==> config.mk <==
export PLATFORM = sky130hd
export DESIGN_NAME = mwc_lag3_rotate_prng_unit
export DESIGN_NICKNAME = d
export VERILOG_FILES = /design/src/hw/rtl/mwcp_pkg.sv /design/src/hw/rtl/mwc_lag3_rotate_prng_unit.sv
export SDC_FILE = /design/constraint.sdc
export NUM_CORES = 2
export LEC_CHECK = 0
export BUFFER_PORTS_ARGS = -buffer_cell sky130_fd_sc_hd__buf_2
export CORE_ASPECT_RATIO = 2
export CORE_UTILIZATION = 70
export DETAILED_ROUTE_END_ITERATION = 6
export GPL_TIMING_DRIVEN = 0
export MAX_ROUTING_LAYER = met4
export PLACE_DENSITY = 0.87
export RECOVER_POWER = 50
export SYNTH_ARGS = -nofsm -noshare
export SYNTH_HDL_FRONTEND = slang
export SYNTH_SLANG_ARGS = --single-unit
==> constraint.sdc <==
create_clock -name i_clk -period 26.7 [get_ports i_clk]
set_input_delay 5.34 -clock i_clk [delete_from_list [all_inputs] [get_ports i_clk]]
set_output_delay 5.34 -clock i_clk [all_outputs]
set_load 0.05 [all_outputs]
==> src/hw/rtl/mwcp_pkg.sv <==
// Package for the lag-3 multiply-with-carry generator.
// Holds the sequencer state type, the item kinds and the hash and multiplier constants.
// No dependencies.
`default_nettype none

package mwcp_pkg;

    typedef enum logic [1:0] {
        KIND_DRAW = 2'd0,
        KIND_SEED = 2'd1,
        KIND_LOAD = 2'd2,
        KIND_NONE = 2'd3
    } t_kind;

    typedef enum logic [2:0] {
        ST_IDLE,
        ST_SADD,
        ST_SMUL,
        ST_SACC,
        ST_DMUL,
        ST_DADD,
        ST_ROT
    } t_state;

    localparam int unsigned WORD_W = 32;
    localparam int unsigned OUT_W  = 64;
    localparam int unsigned ROT_AMT = 13;

    localparam logic [WORD_W-1:0] MWC_MULT = 32'd4293666429;
    localparam logic [WORD_W-1:0] HK1      = 32'd4110542893;
    localparam logic [WORD_W-1:0] HK2      = 32'd3667735229;
    localparam logic [WORD_W-1:0] HK3      = 32'd4068774709;
    localparam logic [WORD_W-1:0] HK4      = 32'd3322924477;
    localparam logic [WORD_W-1:0] MASK31   = 32'h7FFF_FFFF;
    localparam logic [WORD_W-1:0] MASK30   = 32'h3FFF_FFFF;

    // Multiplier of seed hash round r
    function automatic logic [WORD_W-1:0] seed_mul(input logic [1:0] r);
        logic [WORD_W-1:0] k;
        case (r)
            2'd0:    k = HK2;
            2'd1:    k = HK3;
            2'd2:    k = HK4;
            default: k = HK1;
        endcase
        return k;
    endfunction

    // Addend of seed hash round r
    function automatic logic [WORD_W-1:0] seed_add(input logic [1:0] r);
        logic [WORD_W-1:0] k;
        case (r)
            2'd0:    k = HK3;
            2'd1:    k = HK4;
            2'd2:    k = HK1;
            default: k = HK2;
        endcase
        return k;
    endfunction

endpackage

`default_nettype wire

==> src/hw/rtl/mwc_lag3_rotate_prng_unit.sv <==
// Top level of the lag-3 multiply-with-carry generator with rotate-and-add output.
// One shared 32x32 multiplier under a small sequencer; output register toward the master side.
// Depends on mwcp_pkg.
`default_nettype none

// Lag-3 multiply-with-carry generator, base 2^32. Each transaction on the slave
// side carries a kind in tuser: a draw returns one 64-bit value on the master
// side, a seed hashes the seed through four multiply-add rounds and then runs
// four silent draws, a load writes one state word. Kind 3 is dropped. State
// resets to zero, so every draw returns zero until the generator is seeded or
// loaded. A load or an unused kind needs only the accept step; a draw passes
// through accept, multiply, carry add and rotate-add into the output register;
// a seed passes through accept, four hash rounds of add, multiply and
// accumulate, and four draws of multiply and carry add. Every hash round and
// every draw passes through the single multiplier once, with a register after
// it. The slave side is ready only while the sequencer is idle; a finished
// value waits in the output register while the next transaction is taken, and
// the sequencer holds in its last step only when that register is still full.
module mwc_lag3_rotate_prng_unit
    import mwcp_pkg::*;
(
    input  wire logic        i_clk,
    input  wire logic        i_rst_n,
    input  wire logic        s_axis_tvalid,
    output logic             s_axis_tready,
    // tdata, low bit up: seed[31:0], word_index[33:32], word_value[65:34], zero pad[71:66]
    input  wire logic [71:0] s_axis_tdata,
    // tuser: kind[1:0]
    input  wire logic [1:0]  s_axis_tuser,
    output logic             m_axis_tvalid,
    input  wire logic        m_axis_tready,
    // tdata: value[63:0]
    output logic [63:0]      m_axis_tdata
);

    // Sequencer
    t_state r_state;
    t_state n_state;

    // Generator state: lag words oldest first, then carry
    logic [WORD_W-1:0] r_lag [3];
    logic [WORD_W-1:0] r_carry;

    // Work registers
    logic [WORD_W-1:0] r_seed;
    logic [WORD_W-1:0] r_prev;
    logic [WORD_W-1:0] r_opa;
    logic [OUT_W-1:0]  r_prod;
    logic [OUT_W-1:0]  r_x;
    logic [1:0]        r_cnt;
    logic              r_emit;

    // Output register
    logic [OUT_W-1:0]  r_out;
    logic              r_out_valid;

    // Control from the output decode
    logic              s_accept;
    logic              out_load;

    // Slave-side fields
    t_kind             in_kind;
    logic [WORD_W-1:0] in_seed;
    logic [1:0]        in_index;
    logic [WORD_W-1:0] in_value;

    // Shared multiplier
    logic [WORD_W-1:0] mul_a;
    logic [WORD_W-1:0] mul_b;
    logic [OUT_W-1:0]  mul_prod;

    logic [OUT_W-1:0]  draw_x;
    logic [WORD_W-1:0] hash_t;

    assign in_kind  = t_kind'(s_axis_tuser);
    assign in_seed  = s_axis_tdata[31:0];
    assign in_index = s_axis_tdata[33:32];
    assign in_value = s_axis_tdata[65:34];

    assign mul_a    = (r_state == ST_DMUL) ? r_lag[0] : r_opa;
    assign mul_b    = (r_state == ST_DMUL) ? MWC_MULT : seed_mul(r_cnt);
    assign mul_prod = {32'd0, mul_a} * {32'd0, mul_b};

    assign draw_x = r_prod + {32'd0, r_carry};
    assign hash_t = r_prod[WORD_W-1:0] + seed_add(r_cnt);

    // Output decode
    always_comb begin
        s_axis_tready = (r_state == ST_IDLE);
        s_accept      = s_axis_tvalid && (r_state == ST_IDLE);
        out_load      = (r_state == ST_ROT) && (!r_out_valid || m_axis_tready);
    end

    // Next state
    always_comb begin
        n_state = r_state;
        unique case (r_state)
            ST_IDLE: begin
                if (s_accept) begin
                    if (in_kind == KIND_DRAW) begin
                        n_state = ST_DMUL;
                    end else if (in_kind == KIND_SEED) begin
                        n_state = ST_SADD;
                    end
                end
            end
            ST_SADD: n_state = ST_SMUL;
            ST_SMUL: n_state = ST_SACC;
            ST_SACC: n_state = (r_cnt == 2'd3) ? ST_DMUL : ST_SADD;
            ST_DMUL: n_state = ST_DADD;
            ST_DADD: begin
                if (r_emit) begin
                    n_state = ST_ROT;
                end else if (r_cnt == 2'd0) begin
                    n_state = ST_IDLE;
                end else begin
                    n_state = ST_DMUL;
                end
            end
            ST_ROT:  n_state = out_load ? ST_IDLE : ST_ROT;
            default: n_state = ST_IDLE;
        endcase
    end

    // Control registers and generator state
    always_ff @(posedge i_clk) begin
        if (!i_rst_n) begin
            r_state     <= ST_IDLE;
            r_out_valid <= 1'b0;
            r_lag[0]    <= '0;
            r_lag[1]    <= '0;
            r_lag[2]    <= '0;
            r_carry     <= '0;
            r_cnt       <= '0;
            r_emit      <= 1'b0;
        end else begin
            r_state     <= n_state;
            r_out_valid <= out_load || (r_out_valid && !m_axis_tready);

            case (r_state)
                ST_IDLE: begin
                    r_cnt  <= 2'd0;
                    r_emit <= (in_kind == KIND_DRAW);
                    // Load writes straight into the state
                    if (s_accept && (in_kind == KIND_LOAD)) begin
                        case (in_index)
                            2'd0:    r_lag[0] <= in_value;
                            2'd1:    r_lag[1] <= in_value;
                            2'd2:    r_lag[2] <= in_value;
                            default: r_carry  <= in_value;
                        endcase
                    end
                end
                ST_SACC: begin
                    // Mask each hashed word as it lands
                    case (r_cnt)
                        2'd0:    r_lag[0] <= hash_t & MASK31;
                        2'd1:    r_lag[1] <= hash_t & MASK31;
                        2'd2:    r_lag[2] <= hash_t & MASK31;
                        default: r_carry  <= hash_t & MASK30;
                    endcase
                    // After the last round, r_cnt stays 3 and counts the silent draws
                    if (r_cnt != 2'd3) begin
                        r_cnt <= r_cnt + 2'd1;
                    end
                end
                ST_DADD: begin
                    // Shift lags, store low half as newest word and high half as carry
                    r_lag[0] <= r_lag[1];
                    r_lag[1] <= r_lag[2];
                    r_lag[2] <= draw_x[WORD_W-1:0];
                    r_carry  <= draw_x[OUT_W-1:WORD_W];
                    if (!r_emit && (r_cnt != 2'd0)) begin
                        r_cnt <= r_cnt - 2'd1;
                    end
                end
                default: begin
                end
            endcase
        end
    end

    // Payload registers
    always_ff @(posedge i_clk) begin
        if (s_accept) begin
            r_seed <= in_seed;
        end
        if (r_state == ST_SADD) begin
            r_opa <= r_seed + ((r_cnt == 2'd0) ? HK1 : r_prev);
        end
        if ((r_state == ST_SMUL) || (r_state == ST_DMUL)) begin
            r_prod <= mul_prod;
        end
        if (r_state == ST_SACC) begin
            r_prev <= hash_t;
        end
        if (r_state == ST_DADD) begin
            r_x <= draw_x;
        end
        if (out_load) begin
            r_out <= r_x + {r_x[OUT_W-ROT_AMT-1:0], r_x[OUT_W-1:OUT_W-ROT_AMT]};
        end
    end

    assign m_axis_tvalid = r_out_valid;
    assign m_axis_tdata  = r_out;

endmodule

`default_nettype wire

==> out/qor.csv, run 1 <==
metric;value;unit
status;stopped before the end;
grt_pass1_wl;479;mm
grt_max_degree;53;
syn_inst;5499;
ctsResizeCount;0;
cts_buffer_depth;3;
io_buffers;137;
cts_hold_buf;0;
initial_core_util;70.6;%
async_reset_ff_share;0;%
gp_congestion;1.30;
dp_hpwl;216;mm
synth-seq-area-share;22.7;%
rows;144;
synth_area;54300;um2
synth_top_cell_by_area;fa_1;
root_buffer;clkbuf_16;
cts_sinks;423;
synth_flop_cell;edfxtp_1;
synth_top_area_share;31.9;%
yosysMostFrequentCell;inv_1;
overflow;4818;
synth_cell_types;96;
cts_made_buffers;38;
grt_pass1_vias;58800;
firstError;[ERROR GRT-0116] Global routing finished with congestion. Check the congestion regions in the DRC Viewer.;
die_w;199;um
ys_ff_latch;423;
boundaryPins;144;
synth.area.top_cells;fa_1 (32%), edfxtp_1 (21%), ha_1 (10%), inv_1 (7.1%), nand2_1 (4.1%);
yosys-top-cells-count;inv_1 (1,021), fa_1 (864), nand2_1 (587), ha_1 (451), edfxtp_1 (384);
syn-num-nets;6892;
synth_edf_count;384;
ctsHtreeMaxLevel;2;
cts_setup_buffers;0;
globalRouteTotalUtil;87.3;%
synth_warnings;0;
lastStage;global routing (5_1_grt);
die_y;396;um
synth_area_per_cell;9.87;um2
stage by stage:
step / hold slack, ns / cells / setup slack [ns] / utilization [%] / cell area [um2]
global placement: 0.488 / 6658 / 13.93 / 73.1 / 56200
detailed placement: 0.496 / 6679 / 14.60 / 73.6 / 56600
floorplan: 0.478 / 5499 / 15.93 / - / 54300
CTS: 0.511 / 6749 / 14.45 / 75.3 / 57900
cells by family after synthesis:
family                   share of synthesized area (%)
AND/OR/NAND/NOR                                   12.0
multiplexers                                    0.0369
buffers and inverters                             8.39
adder cells (fa/ha/maj)                           42.3
AO/OA/AOI/OAI                                     10.7
XOR/XNOR                                          3.92
flip-flops                                        22.7
routing by layer:
metal | GRT overflow | global-route usage [%]
met5 | - | -
met4 | 798 | 91.2
met3 | 19 | 53.8
met2 | 3984 | 119
met1 | 17 | 79.2
==> run 2: changes to the inputs <==
CORE_ASPECT_RATIO = not set   (was 2)
CORE_UTILIZATION = 40   (was 70)
MAX_ROUTING_LAYER = not set   (was met4)
PLACE_DENSITY = not set   (was 0.87)
PLACE_DENSITY_LB_ADDON = 0.15   (was not set)
==> out/qor.csv, run 2 <==
metric;value;unit
synth_cell_types;96;
overflow;0;
grt_util_met1;48.8;%
cts_hold_buf;0;
dr.pass1.iters;6;
end_kind;register;
syn-num-nets;6892;
boundaryPins;144;
die_w;370;um
grtUsageMet3;6.96;%
worst-r2r-setup-slack;13.57;ns
fmax;76.2;MHz
min_path_cells;2;
synth_edf_count;384;
cts_made_buffers;48;
cts_tree;built;
wl;229;mm
initialDrtViolationCount;4901;
root_buffer;clkbuf_16;
synth_top_area_share;31.9;%
ctsHtreeMaxLevel;2;
hold_path_class;reg2reg;
max_stage_delay;0.85;ns
min_period;13.13;ns
worstReg2RegStart;r_state[0]$_SDFFE_PN0P_;
slowest_stage;clkbuf_1;
slew_viol_final;94;
synth-seq-area-share;22.7;%
grt_pass1_wl;321;mm
ys_ff_latch;423;
syn_inst;5499;
path_buf_inv;7;
arrival;13.46;ns
synth_warnings;0;
cp_max_fo;11;
min_period_over_period;49.2;%
gp_congestion;1.02;
antenna_found_initial;26;
largest-register;r_lag;
grt_max_degree;68;
crit_required;27.03;ns
min_to;r_lag[0][55]$_DFFE_PP_;
crit_family;adder cells;
rows;134;
globalRouteTotalUtil;33.6;%
use_met2;47.8;%
wl_per_cell;30.5;um
start_kind;register;
cpMostUsedCell;fa_1;
dp_hpwl;197;mm
vias_per_cell;5.70;
largest_register_ff_count;96;
ant_nets;0;
synth_top_cell_by_area;fa_1;
tightest_slew;3.76;ns
area_growth;8.92;%
io_buffers;137;
slew_headroom;-151;%
dieArea;137000;um2
setup_violations;0;
skew;0.0695;ns
synth_area;54300;um2
cts_sinks;423;
vias;42900;
setup_tns;0;ns
rsz0062_at_grt;no;
async_reset_ff_share;0;%
nNetsFinal;7106;
cts_buffer_depth;3;
crit_start;r_state[0]$_SDFFE_PN0P_;
yosys-top-cells-count;inv_1 (1,021), fa_1 (864), nand2_1 (587), ha_1 (451), edfxtp_1 (384);
top_usage_layer;met1;
clk_pin_slew;0.07;ns
cts_setup_buffers;0;
core_area;134000;um2
hp-start;r_lag[0][87]$_DFFE_PP_;
r2r_end;r_prod[62]$_DFFE_PP_;
violations;max-capacitance violations, max-slew violations;
synth_flop_cell;edfxtp_1;
hold_violations;0;
ctsResizeCount;0;
layout_common_cells;inv_1 (1,021), fa_1 (864), nand2_1 (587);
path_class;reg2reg;
clk-insertion-delay-late;0.65;ns
drc_errors;0;
synth.area.top_cells;fa_1 (32%), edfxtp_1 (21%), ha_1 (10%), inv_1 (7.1%), nand2_1 (4.1%);
die_y;370;um
final_layout_size_suffix_gt1_share;5.88;%
grt_pass1_vias;42700;
status;finished with violations;
initial_core_util;40.5;%
rr_worst_depth;31;
layout_commonest_cell;inv_1;
synth_area_per_cell;9.87;um2
maxCapViolCount;4;
yosysMostFrequentCell;inv_1;
==> run 2: layout make-up <==
| class | instances | area [um2] |
|---|---|---|
| inverters | 1033 | 3880 |
| flip-flops and latches | 423 | 12300 |
| well taps | 1768 | 2210 |
| fillers | 13200 | 74800 |
| plain buffers | 170 | 676 |
| clock inverters | 35 | 448 |
| multi-input cells | 3873 | 37400 |
| clock buffers | 54 | 1240 |
| diodes | 7 | 17.5 |
| repair buffers | 164 | 926 |
==> run 2: tightest hold or removal path: stages (launching register included) <==
cell	delay (ns)
edfxtp_1	0.32
nand2_1	0.05
nand3_1	0.07
==> run 2: worst max path at each step <==
stage | to | slack [ns] | cells after the start
6_report | r_prod[62]$_DFFE_PP_ | 13.57 | 31
5_1_grt | r_prod[62]$_DFFE_PP_ | 13.26 | 31
4_1_cts | r_prod[62]$_DFFE_PP_ | 14.05 | 31
3_5_place_dp | r_prod[62]$_DFFE_PP_ | 14.16 | 31
3_3_place_gp | m_axis_tdata[4]$_DFFE_PP_ | 13.40 | 3
2_1_floorplan | m_axis_tdata[0]$_DFFE_PP_ | 15.93 | 2
==> run 2: kinds of logic (layout without fill, tap and decap cells) <==
kind of cell	Yosys count	in the layout	synth area share, %
compound gates	888	888	10.7
xor+xnor	243	243	3.92
fa+ha+maj	1315	1315	42.3
buf+inv	1203	1456	8.39
flops	423	423	22.7
mux	2	2	0.0369
other cells	0	7	0
simple gates	1425	1425	12.0
==> run 2: layer usage <==
| layer | vias to the layer above | part of all wire [%] |
|---|---|---|
| met1 | 22000 | 43 |
| met2 | 2176 | 41 |
| li1 | 18400 | - |
| met3 | 365 | 10 |
| met5 | - | 0 |
| met4 | 0 | 5.5 |
==> run 2: stage by stage <==
step                setup slack (ns)  instance area (um2)  utilization (%)  hold slack [ns]  cells
global placement               13.40                57200             42.7            0.498   7404
global route                   13.26                59100             44.1            0.520   7521
CTS                            14.05                59300             44.3            0.500   7519
floorplan                      15.93                54300                -            0.478   5499
detailed placement             14.16                57600             43.0            0.505   7430
finish                         13.57                59100             44.1            0.510   7527
Power of run 2 is left out: the tool's default activity adds up to more than one toggle a clock period on the data nets, which glitch-free logic cannot reach.
